===== config.mk =====
export PLATFORM = sky130hd
export DESIGN_NAME = dct_coefficient_run_length_encoder
export DESIGN_NICKNAME = d
export VERILOG_FILES = /design/src/design/dcrle_pkg.sv /design/src/design/dct_coefficient_run_length_encoder.sv /design/src/design/dcrle_encode.sv /design/src/design/dcrle_fifo.sv
export SDC_FILE = /design/constraint.sdc
export NUM_CORES = 1
export LEC_CHECK = 0
export BUFFER_PORTS_ARGS = -buffer_cell sky130_fd_sc_hd__buf_2
export CAP_MARGIN = 5
export CORE_ASPECT_RATIO = 1.25
export CORE_MARGIN = 1.5
export CORE_UTILIZATION = 30
export DETAILED_ROUTE_END_ITERATION = 16
export PLACE_DENSITY = 0.44
export SLEW_MARGIN = 20
export SYNTH_ARGS = -nofsm -noshare
export SYNTH_HDL_FRONTEND = slang
export SYNTH_SLANG_ARGS = --single-unit

===== constraint.sdc =====
create_clock -name clk -period 3.85 [get_ports clk]
set_clock_uncertainty 0.05 [all_clocks]
set_input_delay 0.5775 -clock clk [delete_from_list [all_inputs] [get_ports clk]]
set_output_delay 0.5775 -clock clk [all_outputs]
set_load 0.01 [all_outputs]

===== src/design/dcrle_pkg.sv =====
// Shared types and constants for the DCT coefficient run-length encoder.
`timescale 1ns / 1ps

package dcrle_pkg;

	localparam int COEF_W       = 16;
	localparam int RUN_W        = 6;
	localparam int VALUE_W      = 17;
	localparam int COUNT_W      = 7;
	localparam int DEF_BLOCK_SIZE = 64;
	localparam int FIFO_DEPTH   = 4;
	localparam int FIFO_PTR_W   = $clog2(FIFO_DEPTH);
	localparam int FIFO_CNT_W   = $clog2(FIFO_DEPTH + 1);

	typedef enum logic [1:0] {
		KIND_DC  = 2'd0,
		KIND_AC  = 2'd1,
		KIND_EOB = 2'd2
	} kind_t;

	typedef struct packed {
		kind_t                      kind;
		logic [RUN_W-1:0]           zero_run;
		logic signed [VALUE_W-1:0]  value;
		logic [COUNT_W-1:0]         count;
		logic                       last;
	} symbol_t;

	// Up to two symbols produced by one coefficient, packed from slot 0.
	typedef struct packed {
		logic [1:0] num;
		symbol_t    sym0;
		symbol_t    sym1;
	} push_t;

endpackage


===== src/design/dct_coefficient_run_length_encoder.sv =====
// Top level of the zig-zag DCT coefficient run-length encoder.
// Accepts one quantized coefficient per transaction, BLOCK_SIZE transactions
// per block, and emits DC, AC (zero run, value) and end-of-block symbols.
// The block's first coefficient gives a DC symbol: raw after reset or when
// new_frame is set on that coefficient, else the difference from the previous
// block's DC. Each nonzero later coefficient gives an AC symbol with the count
// of zeros before it (no cap at 15, no ZRL). Trailing zeros give nothing; the
// last coefficient is followed by an EOB symbol whose count is AC pairs + 1.
// Timing: a coefficient is registered on input and then turned into symbols
// from that register, which lands them in a four-entry output queue. One
// coefficient is taken per cycle as long as the queue holds at most two
// symbols, so the sustained rate is one coefficient per cycle, bounded by the
// output side taking one symbol per cycle (a block yields up to BLOCK_SIZE+1
// symbols). new_frame is ignored except on a block's first coefficient.
`timescale 1ns / 1ps

module dct_coefficient_run_length_encoder
	import dcrle_pkg::*;
#(
	parameter int BLOCK_SIZE = DEF_BLOCK_SIZE
) (
	input  logic                      clk,
	input  logic                      arst_n,
	// coefficient channel
	input  logic                      coef_valid,
	output logic                      coef_stall,
	input  logic signed [COEF_W-1:0]  coefficient,
	input  logic                      new_frame,
	// symbol channel
	output logic                      sym_valid,
	input  logic                      sym_stall,
	output logic [1:0]                symbol_kind,
	output logic [RUN_W-1:0]          zero_run,
	output logic signed [VALUE_W-1:0] symbol_value,
	output logic [COUNT_W-1:0]        symbol_count,
	output logic                      last
);

	logic                     valid_s1;
	logic signed [COEF_W-1:0] coefficient_s1;
	logic                     new_frame_s1;

	logic                  room;
	logic                  advance;
	logic                  pop;
	logic [FIFO_CNT_W-1:0] fill;
	push_t                 push;
	symbol_t               head;

	// Stage 1 may retire only if the queue can absorb two symbols.
	assign room       = (fill <= FIFO_CNT_W'(FIFO_DEPTH - 2));
	assign advance    = valid_s1 && room;
	assign coef_stall = valid_s1 && !room;

	always_ff @(posedge clk or negedge arst_n) begin
		if (!arst_n) begin
			valid_s1 <= 1'b0;
		end else if (!coef_stall) begin
			valid_s1 <= coef_valid;
		end
	end

	always_ff @(posedge clk) begin
		if (coef_valid && !coef_stall) begin
			coefficient_s1 <= coefficient;
			new_frame_s1   <= new_frame;
		end
	end

	dcrle_encode #(
		.BLOCK_SIZE(BLOCK_SIZE)
	) u_encode (
		.clk        (clk),
		.arst_n     (arst_n),
		.advance    (advance),
		.coefficient(coefficient_s1),
		.new_frame  (new_frame_s1),
		.push       (push)
	);

	assign pop = sym_valid && !sym_stall;

	dcrle_fifo u_fifo (
		.clk      (clk),
		.arst_n   (arst_n),
		.push     (push),
		.pop      (pop),
		.not_empty(sym_valid),
		.fill     (fill),
		.head     (head)
	);

	assign symbol_kind  = head.kind;
	assign zero_run     = head.zero_run;
	assign symbol_value = head.value;
	assign symbol_count = head.count;
	assign last         = head.last;

endmodule


===== src/design/dcrle_encode.sv =====
// Per-coefficient symbol generation and block/DC prediction state.
`timescale 1ns / 1ps

module dcrle_encode
	import dcrle_pkg::*;
#(
	parameter int BLOCK_SIZE = DEF_BLOCK_SIZE
) (
	input  logic                     clk,
	input  logic                     arst_n,
	input  logic                     advance,
	input  logic signed [COEF_W-1:0] coefficient,
	input  logic                     new_frame,
	output push_t                    push
);

	localparam int POS_W = $clog2(BLOCK_SIZE);
	localparam logic [POS_W-1:0] LAST_POS = POS_W'(BLOCK_SIZE - 1);

	logic signed [COEF_W-1:0] dc_previous_q;
	logic                     first_block_q;
	logic [POS_W-1:0]         position_q;
	logic [RUN_W-1:0]         zero_count_q;
	logic [RUN_W-1:0]         pair_count_q;

	logic                      at_start;
	logic                      at_end;
	logic                      is_zero;
	logic                      emit_ac;
	logic signed [VALUE_W-1:0] coef_ext;
	logic signed [VALUE_W-1:0] dc_value;
	logic [RUN_W-1:0]          pair_next;
	symbol_t                   sym_main;
	symbol_t                   sym_eob;

	assign at_start = (position_q == '0);
	assign at_end   = (position_q == LAST_POS);
	assign is_zero  = (coefficient == '0);
	assign emit_ac  = !at_start && !is_zero;
	assign coef_ext = VALUE_W'(coefficient);
	assign dc_value = (new_frame || first_block_q) ? coef_ext
		: coef_ext - VALUE_W'(dc_previous_q);
	assign pair_next = emit_ac ? pair_count_q + RUN_W'(1) : pair_count_q;

	always_comb begin
		sym_main.kind     = at_start ? KIND_DC : KIND_AC;
		sym_main.zero_run = at_start ? '0 : zero_count_q;
		sym_main.value    = at_start ? dc_value : coef_ext;
		sym_main.count    = '0;
		sym_main.last     = 1'b0;

		sym_eob.kind      = KIND_EOB;
		sym_eob.zero_run  = '0;
		sym_eob.value     = '0;
		sym_eob.count     = COUNT_W'(pair_next) + COUNT_W'(1);
		sym_eob.last      = 1'b1;

		push.sym1 = sym_eob;
		if (at_start || emit_ac) begin
			push.sym0 = sym_main;
			push.num  = at_end ? 2'd2 : 2'd1;
		end else begin
			push.sym0 = sym_eob;
			push.num  = at_end ? 2'd1 : 2'd0;
		end
		if (!advance) begin
			push.num = 2'd0;
		end
	end

	always_ff @(posedge clk or negedge arst_n) begin
		if (!arst_n) begin
			dc_previous_q <= '0;
			first_block_q <= 1'b1;
			position_q    <= '0;
			zero_count_q  <= '0;
			pair_count_q  <= '0;
		end else if (advance) begin
			if (at_start) begin
				dc_previous_q <= coefficient;
				first_block_q <= 1'b0;
			end
			if (at_end) begin
				position_q   <= '0;
				zero_count_q <= '0;
				pair_count_q <= '0;
			end else begin
				position_q <= position_q + POS_W'(1);
				if (at_start) begin
					zero_count_q <= '0;
					pair_count_q <= '0;
				end else if (is_zero) begin
					zero_count_q <= zero_count_q + RUN_W'(1);
				end else begin
					zero_count_q <= '0;
					pair_count_q <= pair_next;
				end
			end
		end
	end

endmodule


===== src/design/dcrle_fifo.sv =====
// Small symbol queue: up to two writes and one read per cycle.
`timescale 1ns / 1ps

module dcrle_fifo
	import dcrle_pkg::*;
(
	input  logic                  clk,
	input  logic                  arst_n,
	input  push_t                 push,
	input  logic                  pop,
	output logic                  not_empty,
	output logic [FIFO_CNT_W-1:0] fill,
	output symbol_t               head
);

	symbol_t                entry_q [FIFO_DEPTH];
	logic [FIFO_PTR_W-1:0]  wr_ptr_q;
	logic [FIFO_PTR_W-1:0]  rd_ptr_q;
	logic [FIFO_CNT_W-1:0]  fill_q;
	logic [FIFO_PTR_W-1:0]  wr_ptr_b;

	assign wr_ptr_b  = wr_ptr_q + FIFO_PTR_W'(1);
	assign not_empty = (fill_q != '0);
	assign fill      = fill_q;
	assign head      = entry_q[rd_ptr_q];

	always_ff @(posedge clk) begin
		if (push.num != 2'd0) begin
			entry_q[wr_ptr_q] <= push.sym0;
		end
		if (push.num == 2'd2) begin
			entry_q[wr_ptr_b] <= push.sym1;
		end
	end

	always_ff @(posedge clk or negedge arst_n) begin
		if (!arst_n) begin
			wr_ptr_q <= '0;
			rd_ptr_q <= '0;
			fill_q   <= '0;
		end else begin
			wr_ptr_q <= wr_ptr_q + FIFO_PTR_W'(push.num);
			if (pop) begin
				rd_ptr_q <= rd_ptr_q + FIFO_PTR_W'(1);
			end
			fill_q <= fill_q + FIFO_CNT_W'(push.num) - FIFO_CNT_W'(pop);
		end
	end

endmodule


==> flow_metrics.py <==
metrics = {
    "cells_and_area": {
        "fillers": 2909,
        "diodes": 0,
        "drive_above_1_share": 0.1972,
        "layout_common_cells": "110 x nand2_1, 100 x dfxtp_1, 57 x nor2_1",
        "syn2layout_area_growth_pct": 14.90,
        "final_common_cell": "nand2_1",
        "finalNetCount": 903,
        "final_util": 0.3499,
    },
    "global_route": {
        "antenna_found_initial": 1,
        "grt_overflow": 0,
        "grt.total_usage": 0.1559,
        "grt_max_degree": 26,
        "grt_pass1_vias": 6254,
        "grt_pass1_wl_um": 34880,
    },
    "sta": {
        "setup-tns-final_ps": 0,
        "period_needed_ps": 3335,
        "max_slew_margin": 0.3157,
        "fin_crit_sh": 0.8662,
        "drv_slew": 0,
        "worst_slew_pin_slew_ps": 1026,
        "rsz0062_at_grt": "false",
        "fmax_ghz": 0.2999,
        "hold_viol_final": 0,
        "setup_viol": 0,
    },
    "synth": {
        "syn_nets": 851,
        "synthFlopType": "dfxtp_1",
        "yosysSeqAreaShare": 0.5123,
        "synth_enable_flop_cells": 45,
        "yosysWarnings": 0,
        "synth_cells": 802,
        "synth_top_area_frac": 0.2315,
        "yosysTopAreaCell": "dfxtp_1",
        "synth_area_leaders": "dfxtp_1 23%, edfxtp_1 16%, dfrtp_1 12%, mux4_2 8.3%, nand2_1 4.8%",
        "syn_area_um2": 8648,
        "synth_cell_type_count": 59,
        "avgSynthCellArea_um2": 10.78,
        "synth_seq_cells": 188,
        "async_reset_ff_frac": 0.2287,
    },
    "detailed_routing": {
        "via_per_inst": 4.953,
        "dr.pass1.iters": 5,
        "drc": 0,
        "drt-initial-drc-count": 264,
        "routed_wl_um": 22300,
        "ant_nets": 0,
        "vias": 6052,
        "wl_per_cell_um": 18.25,
    },
    "floorplanning": {
        "dieArea_um2": 29860,
        "coreArea_um2": 28400,
        "start_util": 0.3045,
        "die_h_um": 192.8,
        "fp.dieW_um": 154.9,
        "num_io_pins": 56,
        "rows": 69,
    },
    "status": {
        "status": "complete, no violations",
    },
    "cts": {
        "clock_path_buffers": 2,
        "cts_resized": 0,
        "htreeDepth": 4,
        "cts_buffers": 17,
        "clk_pin_slew_ps": 70,
        "clock_latency_ps": 430,
        "post_cts_buffers": 0,
        "cts_hold_buffers": 0,
        "cts.sink_count": 188,
        "clockRootBuffer": "clkbuf_16",
        "cts_tree": "built",
    },
    "critical_path": {
        "crit_arrival_ps": 3450,
        "required_ps": 3960,
        "startpoint_type": "flop",
        "r2r_slack_ps": 520,
        "path_class": "reg -> reg",
        "end_kind": "flop",
        "path_max_fanout": 5,
    },
    "power": {
        "ir_worst_vdd_uv": 251.6,
        "p_leak_nw": 4.035,
        "powerDensity_nw_per_um2": 872.8,
    },
    "flow_run": {
        "drv_cap": 0,
    },
    "hold_path": {
        "hold_path.class": "in -> async",
    },
    "placement": {
        "gp_congestion": 0.8061,
        "dp.final_hpwl_um": 15440,
        "portBuffers": 55,
    },
}
[worst paths after layout]
kind | endpoint | start | cells after the start
worst max-delay path | u_fifo.entry_q[3][5] | coefficient_s1[1] | 10
worst min-delay path | valid_s1 | arst_n | 1
worst max register to register | u_fifo.entry_q[3][5] | coefficient_s1[1] | 10
worst min register to register | u_fifo.entry_q[0][20] | u_fifo.entry_q[0][20] | 2
max in group asynchronous | u_encode.first_block_q | arst_n | 2
min in group clk | coefficient_s1[8] | coefficient[8] | 1
[sequential cells by signal, indices dropped and copies added, names as in the netlist]
name / flops
u_fifo.entry_q: 128
coefficient_s1: 16
u_encode.dc_previous_q: 16
u_encode.pair_count_q: 6
u_encode.position_q: 6
u_encode.zero_count_q: 6
u_fifo.fill: 3
u_fifo.rd_ptr_q: 2
u_fifo.wr_ptr_q: 2
new_frame_s1: 1
u_encode.first_block_q: 1
valid_s1: 1
[worst max-delay path, cell delays in order (launching register included)]
cell      delay (ps)
edfxtp_1         440
nor4_1           490
nand4_1          360
nand2_1          260
mux2_2           360
ha_1             270
o211ai_1         190
nor2_1            70
a211oi_2         170
xor2_1           310
nor2_1           100
[logic make-up (layout without fill, tap and decap cells)]
group | count (synthesis) | in the layout | synth area share
adder cells (fa/ha/maj) | 28 | 28 | 0.04225
flip-flops | 188 | 188 | 0.5123
buffers and inverters | 73 | 138 | 0.03429
multiplexers | 54 | 54 | 0.1115
XOR/XNOR | 33 | 33 | 0.03342
AO/OA/AOI/OAI | 184 | 184 | 0.1367
AND/OR/NAND/NOR | 242 | 242 | 0.1295
[cell type report]
type / instances / area, um2 / share of cell area
Clock buffer: 23 / 499.2 / 0.05024
Inverter: 30 / 112.6 / 0.01133
Sequential cell: 188 / 4433 / 0.4461
Multi-Input combinational cell: 541 / 3930 / 0.3955
Timing Repair Buffer: 76 / 457.9 / 0.04608
Clock inverter: 9 / 60.06 / 0.006044
Tap cell: 355 / 444.2 / 0.04470
[synth_stat cells, types with 12 or more instances]
cell      number
nand2_1      110
dfxtp_1      100
nor2_1        57
edfxtp_1      45
dfrtp_1       42
o21ai_1       40
o21ai_0       36
a21oi_1       32
mux4_2        32
inv_1         30
a22o_1        26
clkbuf_1      26
ha_1          26
xnor2_1       17
xor2_1        16
o31ai_1       13
buf_2         12
nand2b_1      12
nand3_1       12
[routing by layer]
| metal | vias to the layer above | GRT usage | part of all wire |
|---|---|---|---|
| li1 | 2968 | - | - |
| met1 | 2955 | 0.1865 | 0.43 |
| met2 | 104 | 0.2816 | 0.51 |
| met3 | 23 | 0.02874 | 0.040 |
| met4 | 2 | 0.04993 | 0.018 |
| met5 | - | 0 | 0.00058 |
[through the flow]
| stage | total power, mW | setup WS (ps) | instance area [um2] | hold WS [ps] | instances |
|---|---|---|---|---|---|
| after floorplan | 5.847 | 922.7 | 8648 | 231.9 | 802 |
| after global placement | 7.098 | 562.5 | 9376 | 382.8 | 1190 |
| after detailed placement | 7.119 | 507.9 | 9376 | 388.8 | 1190 |
| after CTS | 8.825 | 482.0 | 9936 | 142.8 | 1222 |
| after global routing | 9.326 | 334.0 | 9937 | 161.9 | 1222 |
| final | 8.673 | 515.3 | 9937 | 117.7 | 1222 |
[power by group]
group | switching [mW] | leakage [nW] | total, mW | internal (mW)
clock network | 0.757 | 0.279 | 1.67 | 0.918
registers | 0.509 | 1.78 | 3.20 | 2.69
logic | 2.16 | 1.97 | 3.80 | 1.64
Power figures use the tool's default switching activity.
